## src/hdl/bfst_pkg.sv

```systemverilog
// Shared types and constants for the best-fit free space table.
`timescale 1ns / 1ps

package bfst_pkg;

    // Field widths
    localparam int AMT_W = 24;
    localparam int IDX_W = 8;

    // Item kinds
    typedef enum logic [0:0] {
        CMD_UPDATE = 1'b0,
        CMD_QUERY  = 1'b1
    } cmd_t;

    // Control sequencer
    typedef enum logic [2:0] {
        ST_IDLE,
        ST_CLEAR,
        ST_SCAN,
        ST_DRAIN,
        ST_DONE
    } state_t;

    // Control from the sequencer to the best-fit tracker
    typedef struct packed {
        logic             start;   // new item: drop the running best
        logic             vld;     // table read data is valid this cycle
        logic [IDX_W-1:0] idx;     // entry that the read data belongs to
    } scan_ctl_t;

endpackage

```

## src/hdl/bfst_best.sv

```systemverilog
// Running best-fit tracker fed by the table read port during a query scan.
`timescale 1ns / 1ps

module bfst_best
    import bfst_pkg::*;
(
    input  logic             clk,
    input  logic             rst_n,
    input  scan_ctl_t        ctl,
    input  logic [AMT_W-1:0] want,
    input  logic [AMT_W-1:0] data,
    output logic             have,
    output logic [IDX_W-1:0] best_idx
);

    logic             have_reg;
    logic [IDX_W-1:0] best_idx_reg;
    logic [AMT_W-1:0] best_val_reg;
    logic             take;

    // Entry fits and is strictly tighter; equal values keep the lower index
    assign take = ctl.vld && (data >= want) && (!have_reg || (data < best_val_reg));

    always_ff @(posedge clk or negedge rst_n)
    begin
        if (!rst_n)
        begin
            have_reg     <= 1'b0;
            best_idx_reg <= '0;
        end
        else if (ctl.start)
        begin
            have_reg     <= 1'b0;
            best_idx_reg <= '0;
        end
        else if (take)
        begin
            have_reg     <= 1'b1;
            best_idx_reg <= ctl.idx;
        end
    end

    // Value of the current best, no reset needed
    always_ff @(posedge clk)
    begin
        if (take)
        begin
            best_val_reg <= data;
        end
    end

    assign have     = have_reg;
    assign best_idx = best_idx_reg;

endmodule

```

## config.mk

```make
export PLATFORM = sky130hd
export DESIGN_NAME = bfst_best
export DESIGN_NICKNAME = d
export VERILOG_FILES = /design/src/hdl/bfst_pkg.sv /design/src/hdl/bfst_best.sv
export SDC_FILE = /design/constraint.sdc
export NUM_CORES = 1
export LEC_CHECK = 0
export ABC_AREA = 1
export BUFFER_PORTS_ARGS = -buffer_cell sky130_fd_sc_hd__buf_2
export CAP_MARGIN = 20
export CELL_PAD_IN_SITES_DETAIL_PLACEMENT = 1
export CELL_PAD_IN_SITES_GLOBAL_PLACEMENT = 1
export CORE_ASPECT_RATIO = 1.4
export CORE_MARGIN = 5
export CORE_UTILIZATION = 41
export DETAILED_ROUTE_END_ITERATION = 6
export MAX_ROUTING_LAYER = met4
export PLACE_DENSITY = 0.95
export SLEW_MARGIN = 0
export SYNTH_ARGS = -nofsm -noshare
export SYNTH_HDL_FRONTEND = slang
export SYNTH_SLANG_ARGS = --single-unit
```

## constraint.sdc

```tcl
create_clock -name clk -period 4.28 [get_ports clk]
set_clock_uncertainty 0.05 [all_clocks]
set_input_delay 1.07 -clock clk [delete_from_list [all_inputs] [get_ports clk]]
set_output_delay 1.07 -clock clk [all_outputs]
set_load 0.02 [all_outputs]
```

==> After elaboration in Yosys (flattened, before gate mapping) <==
Cells that the tools add are included.
Widths: inputs -> output; s select.
{ "classes": {"n_lt_le_gt_ge": 2, "n_mux": 4, "reduce_logical": 5} }
{ "op_table": {"columns": ["operator", "n"], "rows": [
  ["$ge 24x24->1", 1],
  ["$lt 24x24->1", 1],
  ["$mux 8", 2],
  ["$logic_and 1x1->1", 2],
  ["$mux 1", 2],
  ["$reduce_bool 2->1", 1],
  ["$logic_not 1->1", 1],
  ["$logic_or 1x1->1", 1]
]} }
{ "word_totals": {"register_bits": 33, "input_bits": 60} }

==> Longest topological paths before layout <==
Gate-level depths: netlist of run 1.
{ "logic_depth": {"word_depth": 5, "ltp_mapped": 15, "depth_no_buf": 15} }

==> Worst setup path before layout of run 1 <==
No wires, ideal clock.
{ "synth_timing": {"path_type": "input -> register", "from": "in want[23]", "to": "reg best_val_reg[0], enable pin", "arrival_time_ps": 2638, "t_required_ps": 3851, "path_slack_ps": 1213, "stages": 12, "n_path_buf": 0, "cell_sequence": "inv_1 ha_1 nand2_1 nor2_2 nand2_1 nor2_2 nand3_1 nor2_2 nor2_2 nor2_8 nand2_4 inv_1"} }
{ "synth_via": {"elab_chain_cells": 3} }
{ "synth_lines": {"columns": ["element", "line_no", "rtl"], "rows": [
  ["start, declared", "bfst_best.sv:10", "input logic [AMT_W-1:0] want,"],
  ["$ge 24x24->1", "bfst_best.sv:22", "assign take = ctl.vld && (data >= want) && (!have_reg || (data < best_val_reg));"],
  ["$logic_and 1x1->1 (2 in a row)", "bfst_best.sv:22", null],
  ["named net take", "bfst_best.sv:19", "logic take;"],
  ["end signal, assigned", "bfst_best.sv:48", "best_val_reg <= data;"],
  ["end, declared", "bfst_best.sv:18", "logic [AMT_W-1:0] best_val_reg;"]
]} }
The timed path passes the listed nets, and every way through them passes these cells.
A chain may end at the register's enable or synchronous reset.

==> Final worst setup path of run 1 <==
{ "layout_timing": {"from": "in data[15]", "to": "reg best_val_reg[18], enable pin"} }
{ "layout_via": {"elab_chain_cells": 3, "elab_cells_between_ends": 5, "cone_classes": "2 x order compare; 3 x reduce/logical"} }
{ "layout_lines": {"columns": ["element", "line_no", "rtl"], "rows": [
  ["start, declared", "bfst_best.sv:11", "input logic [AMT_W-1:0] data,"],
  ["$ge 24x24->1 / $lt 24x24->1 (equally long branches)", "bfst_best.sv:22", null],
  ["$logic_and 1x1->1 / $logic_or 1x1->1 (equally long branches)", "bfst_best.sv:22", null],
  ["$logic_and 1x1->1 (*)", "bfst_best.sv:22", null],
  ["named net take", "bfst_best.sv:19", null]
]} }
The timed path passes the listed nets; every way through them passes the cells marked *.

==> run metrics, run 1 <==
status finished clean; crit-path leading delay family simple AND/OR/NAND/NOR gates; DIE AREA 7610 um2; final hold vios 0; P&R area growth vs syn 22.2%; H-Tree Depth 2; Boundary Pins 69; first-pass GRT wire length a little over 10000 um; Final WS setup 1.33 ns; via/cell ratio just under 5; HP Class reg -> reg; Final period util 0.688; setup_tns 0 ns; grt ovf 0; worst r2r path cells 11; Setup Viol. Count Final 0; worst slack, placed 1.03 ns; CTS clock-pin slew for the worst setup and hold paths about 0.070 ns; row cnt 33; root buffer cell clkbuf_8; synth unique cells 19; met2 Usage GRT 0.334; Placer Congestion 0.776; Worst setup SP type primary input; met3 Usage GRT 0.0367; Arr. time, crit path ~2.9 ns; CTS resizes 0; worst vdd ir 0.000193 V; post-route ant nets 0; port bufs approximately 70; Hold Startpoint best_idx[1]$_DFFE_PN0P_; via count of the first global-routing pass 2408; most frequent cells in the layout 72 x inv_1, 70 x nand2_1, 68 x buf_2, 47 x ha_1, 24 x edfxtp_1; busiest grt layer met2; synthesized area 2440 um2; endpoint kind of the worst setup timing path register; DRC viols 0; slowest stage cell, crit path ha_1; Peak Freq around 340 MHz; DR WL/cell 14.0 um; Seq/Total Area, Yosys 0.388; CP cell instances buf_2 > ha_1 > a21o_1 > nor2_1 > nand2_1 > a21oi_1 > nand2_1 > nand2_2 > nand2_4 > inv_1 > buf_4; CTS tree built; Die Wd 75.1 um; most used cell, CP nand2_1; Least-Margin Pin Slew 0.433 ns; commonest non-fill, non-tap cell in the layout inv_1; max FFs per register 24; Core ar. 5820 um2; cts bufs inserted 5; r2r startpoint best_val_reg[15]$_DFFE_PP_; ANT cells 0; FF-to-FF End best_val_reg[18]$_DFFE_PP_; final core occ 0.511; share of cells above drive strength 1 0.227; pwr dens 288 nW/um2; RSZ-0062 raised after global routing no; reg2reg setup slack ~1.9 ns; initial antenna violation count 0; Pre-antenna DRT Iters 4; Post-Syn Instances 289; DR vias 2139; gr usage total 0.182; iteration-0 DRC count of the detailed router 79; max-slew violations 0; Layout Nets 471; clock sinks 33; Critical path buffers and inverters 3; Hold Path Cell Cnt 2; grt met1 use 0.189; # Post-CTS Setup Buffers 0; headroom to the max-slew limit 0.711; later-pin clock latency in the skew report 0.29 ns; critical path data required time between 4 and 5 ns; drt total wl a little over 6000 um; die height 101 um; Avg Synthesized Cell Area 8.43 um2; Post-Syn Nets 396; hold_buf cts 0; YS warnings 0; largest net degree at the start of global routing 25; Crit Path Max Fanout 24; hold endpoint best_idx[1]$_DFFE_PN0P_; crit-path max cell delay around 0.32 ns; Max-Cap Viols 0; Final HPWL DP 5100 um; Worst Path Class, Setup in -> reg; WHS 0.463 ns; FF+latch count, synth 33; Initial Util 0.418; post-route minimum period 2.95 ns; Lkg Pwr 1.78 nW; Clock Path Buffers 2
[logic make-up after synthesis]
kind of cell,Yosys count,synth area share
AO/OA/AOI/OAI,20,0.0462
adder cells (fa/ha/maj),47,0.241
AND/OR/NAND/NOR,116,0.211
buffers and inverters,73,0.113
flip-flops,33,0.388
[cell type report]
type                       count  area [um2]
timing repair buffer          69         348
inverter                      72         270
clock buffer                   8         111
sequential                    33         946
tap                           70        87.6
multi-input combinational    183        1210
fill                         741        2840
[through the flow]
stage | cell area, um2 | total power, mW | cells
3_5_place_dp | 2870 | 0.579 | 427
6_report | 2980 | 0.857 | 435
5_1_grt | 2980 | 0.906 | 435
3_3_place_gp | 2870 | 0.561 | 427
4_1_cts | 2980 | 0.867 | 435
2_1_floorplan | 2440 | 0.496 | 289
[layer usage]
metal	wire (um)	up-vias
met4	106	0
met1	2270	999
met2	3400	58
met3	296	10
met5	0	-
li1	-	1072
[cells in the mapped netlist, drive strengths merged]
cell,count,area share
a21boi,1,0.0031
a21o,3,0.0092
a21oi,14,0.029
buf,1,0.0021
dfrtp,9,0.092
edfxtp,24,0.30
ha,47,0.24
inv,72,0.11
nand2,72,0.12
nand3,13,0.027
nand4,10,0.026
nor2,20,0.042
nor3,1,0.0021
o21ai,1,0.0021
o21bai,1,0.0031
[worst register-to-register path, stage by stage, from the launching register on]
cell	delay, ns
edfxtp_1	0.39
inv_1	0.07
ha_1	0.24
a21o_1	0.18
nor2_1	0.15
nand2_1	0.08
a21oi_1	0.14
nand2_1	0.10
nand2_2	0.18
nand2_4	0.11
inv_1	0.07
buf_4	0.32
[power breakdown]
part	leakage [nW]	total (mW)	internal, mW	switching (mW)
combinational	1.38	0.195	0.0778	0.117
clock	0.0566	0.288	0.166	0.121
sequential	0.346	0.374	0.367	0.00696
[worst max path at each step]
stage	start	endpoint	slack [ns]	cells after the start
6_report	data[15]	best_val_reg[18]$_DFFE_PP_	1.33	11
5_1_grt	data[21]	best_val_reg[18]$_DFFE_PP_	1.13	12
4_1_cts	data[15]	best_val_reg[5]$_DFFE_PP_	1.31	11
3_5_place_dp	data[15]	best_val_reg[18]$_DFFE_PP_	1.03	11
3_3_place_gp	data[15]	best_val_reg[19]$_DFFE_PP_	1.13	11
2_1_floorplan	want[23]	best_val_reg[0]$_DFFE_PP_	1.21	12
No activity file was read; power rests on OpenSTA's default activity.
==> inputs of run 2 (changes only) <==
--- a/config.mk
+++ b/config.mk
@@ -12,10 +12,10 @@
 export CELL_PAD_IN_SITES_GLOBAL_PLACEMENT = 1
 export CORE_ASPECT_RATIO = 1.4
 export CORE_MARGIN = 5
-export CORE_UTILIZATION = 41
+export CORE_UTILIZATION = 38
 export DETAILED_ROUTE_END_ITERATION = 6
 export MAX_ROUTING_LAYER = met4
-export PLACE_DENSITY = 0.95
+export PLACE_DENSITY = 0.9
 export SLEW_MARGIN = 0
 export SYNTH_ARGS = -nofsm -noshare
 export SYNTH_HDL_FRONTEND = slang
==> constraint.sdc (replaced) <==
create_clock -name clk -period 3.05 [get_ports clk]
set_clock_uncertainty 0.05 [all_clocks]
set_input_delay 0.7625 -clock clk [delete_from_list [all_inputs] [get_ports clk]]
set_output_delay 0.7625 -clock clk [all_outputs]
set_load 0.02 [all_outputs]
==> run metrics, run 2 (synthesis results as in run 1) <==
DRC viols 0; share of cells above drive strength 1 0.232; hold_buf cts 0; most frequent cells in the layout 72 x inv_1, 70 x nand2_1, 68 x buf_2, 47 x ha_1, 24 x edfxtp_1; CTS tree built; later-pin clock latency in the skew report 0.29 ns; Pre-antenna DRT Iters 4; Die Wd 77.7 um; Clock power frac 0.295; row cnt 34; Layout Nets 472; Arr. time, crit path 2.42 ns; CTS clock-pin slew for the worst setup and hold paths ~0.07 ns; final core occ 0.477; headroom to the max-slew limit 0.714; root buffer cell clkbuf_8; Worst Path Class, Setup in -> reg; worst vdd ir 0.000213 V; Placer Congestion ~0.76; first-pass GRT wire length between 10000 and 15000 um; final hold vios 0; commonest non-fill, non-tap cell in the layout inv_1; Inst Count DP 430; DIE AREA 8130 um2; most used cell, CP nor2_2; cts bufs inserted 5; cell area after layout just under 3000 um2; Crit Path Max Fanout 14; crit-path max cell delay 0.28 ns; endpoint kind of the worst setup timing path register; Clock Path Buffers 2; via count of the first global-routing pass between 2000 and 2500; status finished clean; post-route ant nets 0; largest net degree at the start of global routing 17; NetSw about 0.35 mW; max-slew violations 0; placed cell area 2880 um2; pwr dens between 300 and 400 nW/um2; post-route minimum period 2.49 ns; CP cell instances buf_2 > ha_1 > nand2_1 > nor2_1 > nand2_1 > nor2_2 > nand3_1 > nor2_2 > nor2_2 > nor2_8 > nand2_4 > inv_1 > buf_4; Final HPWL DP 5120 um; Critical path buffers and inverters 3; Least-Margin Pin Slew 0.428 ns; Initial Util 0.392; via/cell ratio 4.91; P&R area growth vs syn 21.6%; ANT cells 0; H-Tree Depth 2; clock sinks 33; HP Class in -> async; max FFs per register 24; iteration-0 DRC count of the detailed router 53; critical path data required time about 3 ns; FF+latch area 946 um2; drt total wl approximately 5900 um; Final period util 0.816; WHS between 0.2 and 0.3 ns; Combinational Power Share 0.240; Core ar. between 6000 and 7000 um2; DR vias 2152; RSZ-0062 raised after global routing no; grt ovf 0; Lkg Pwr 1.78 nW; # Post-CTS Setup Buffers 0; Sequential Power Share 0.465; setup_tns 0 ns; Power Internal between 0.7 and 0.8 mW; initial antenna violation count 0; Max-Cap Viols 0; slowest stage cell, crit path ha_1; gr usage total 0.160; Worst setup SP type primary input; CTS resizes 0; Boundary Pins 69; Fill cells 788; Peak Freq 402 MHz; DR WL/cell approximately 13 um; crit-path leading delay family simple AND/OR/NAND/NOR gates; fin cells 438; area of the multi-input gates 1210 um2; die height approximately 100 um; port bufs 68; Setup Viol. Count Final 0; switching share of total power 0.306
## run 2: changes by cell type in the layout (fill, tap and decap cells not counted)
cell       previous run  this run
clkbuf_8              6         5
clkinv_2              0         2
buf_4                 1         2
inv_4                 0         1
clkbuf_16             1         0
clkbuf_1              1         0
## run 2: worst reg2reg max path: stages, from the launching register on
cell and delay (ns):
edfxtp_1 0.38, inv_1 0.07, ha_1 0.23, nand2_1 0.10, nor2_1 0.06, nand3_1 0.09
inv_1 0.06, a21oi_1 0.14, nand2_1 0.10, nand2_2 0.18, nand2_4 0.11, inv_1 0.09
buf_4 0.24
## run 2: area by class of cell
type,count,area share
Clock buffer,5,0.0232
Clock inverter,3,0.00549
Inverter,72,0.0913
Multi-Input combinational cell,183,0.410
Sequential cell,33,0.319
Tap cell,72,0.0304
Timing Repair Buffer,70,0.120
## run 2: final timing paths
check	from	endpoint	slack [ns]	depth (start not counted)
max in group asynchronous	rst_n	have$_DFFE_PN0P_	2.51	1
min reg2reg	best_idx[4]$_DFFE_PN0P_	best_idx[4]$_DFFE_PN0P_	0.47	2
max reg2reg	best_val_reg[23]$_DFFE_PP_	best_val_reg[21]$_DFFE_PP_	0.84	12
min in group clk	best_idx[4]$_DFFE_PN0P_	best_idx[4]$_DFFE_PN0P_	0.47	2
max	data[19]	best_val_reg[21]$_DFFE_PP_	0.56	13
min	rst_n	best_idx[0]$_DFFE_PN0P_	0.26	1
## run 2: power groups by stage
stage / sequential (mW) / clock, mW / combinational, mW
after detailed placement: 0.535 / 0 / 0.277
final: 0.524 / 0.333 / 0.270
after CTS: 0.525 / 0.350 / 0.280
after global placement: 0.533 / 0 / 0.258
after floorplan: 0.542 / 0 / 0.154
after global routing: 0.527 / 0.368 / 0.319
## run 2: metrics by stage
stage	setup slack [ns]	power, mW
2_1_floorplan	0.290	0.696
3_3_place_gp	0.284	0.791
3_5_place_dp	0.222	0.811
4_1_cts	0.532	1.15
5_1_grt	0.376	1.21
6_report	0.560	1.13
## run 2: per-layer routing
metal | up-vias | part of all wire | track usage | wire length [um]
met5 | - | 0 | - | 0
li1 | 1077 | - | - | -
met1 | 1016 | 0.37 | 0.165 | 2190
met2 | 53 | 0.56 | 0.293 | 3330
met3 | 6 | 0.054 | 0.0361 | 316
met4 | 0 | 0.010 | 0.0491 | 59
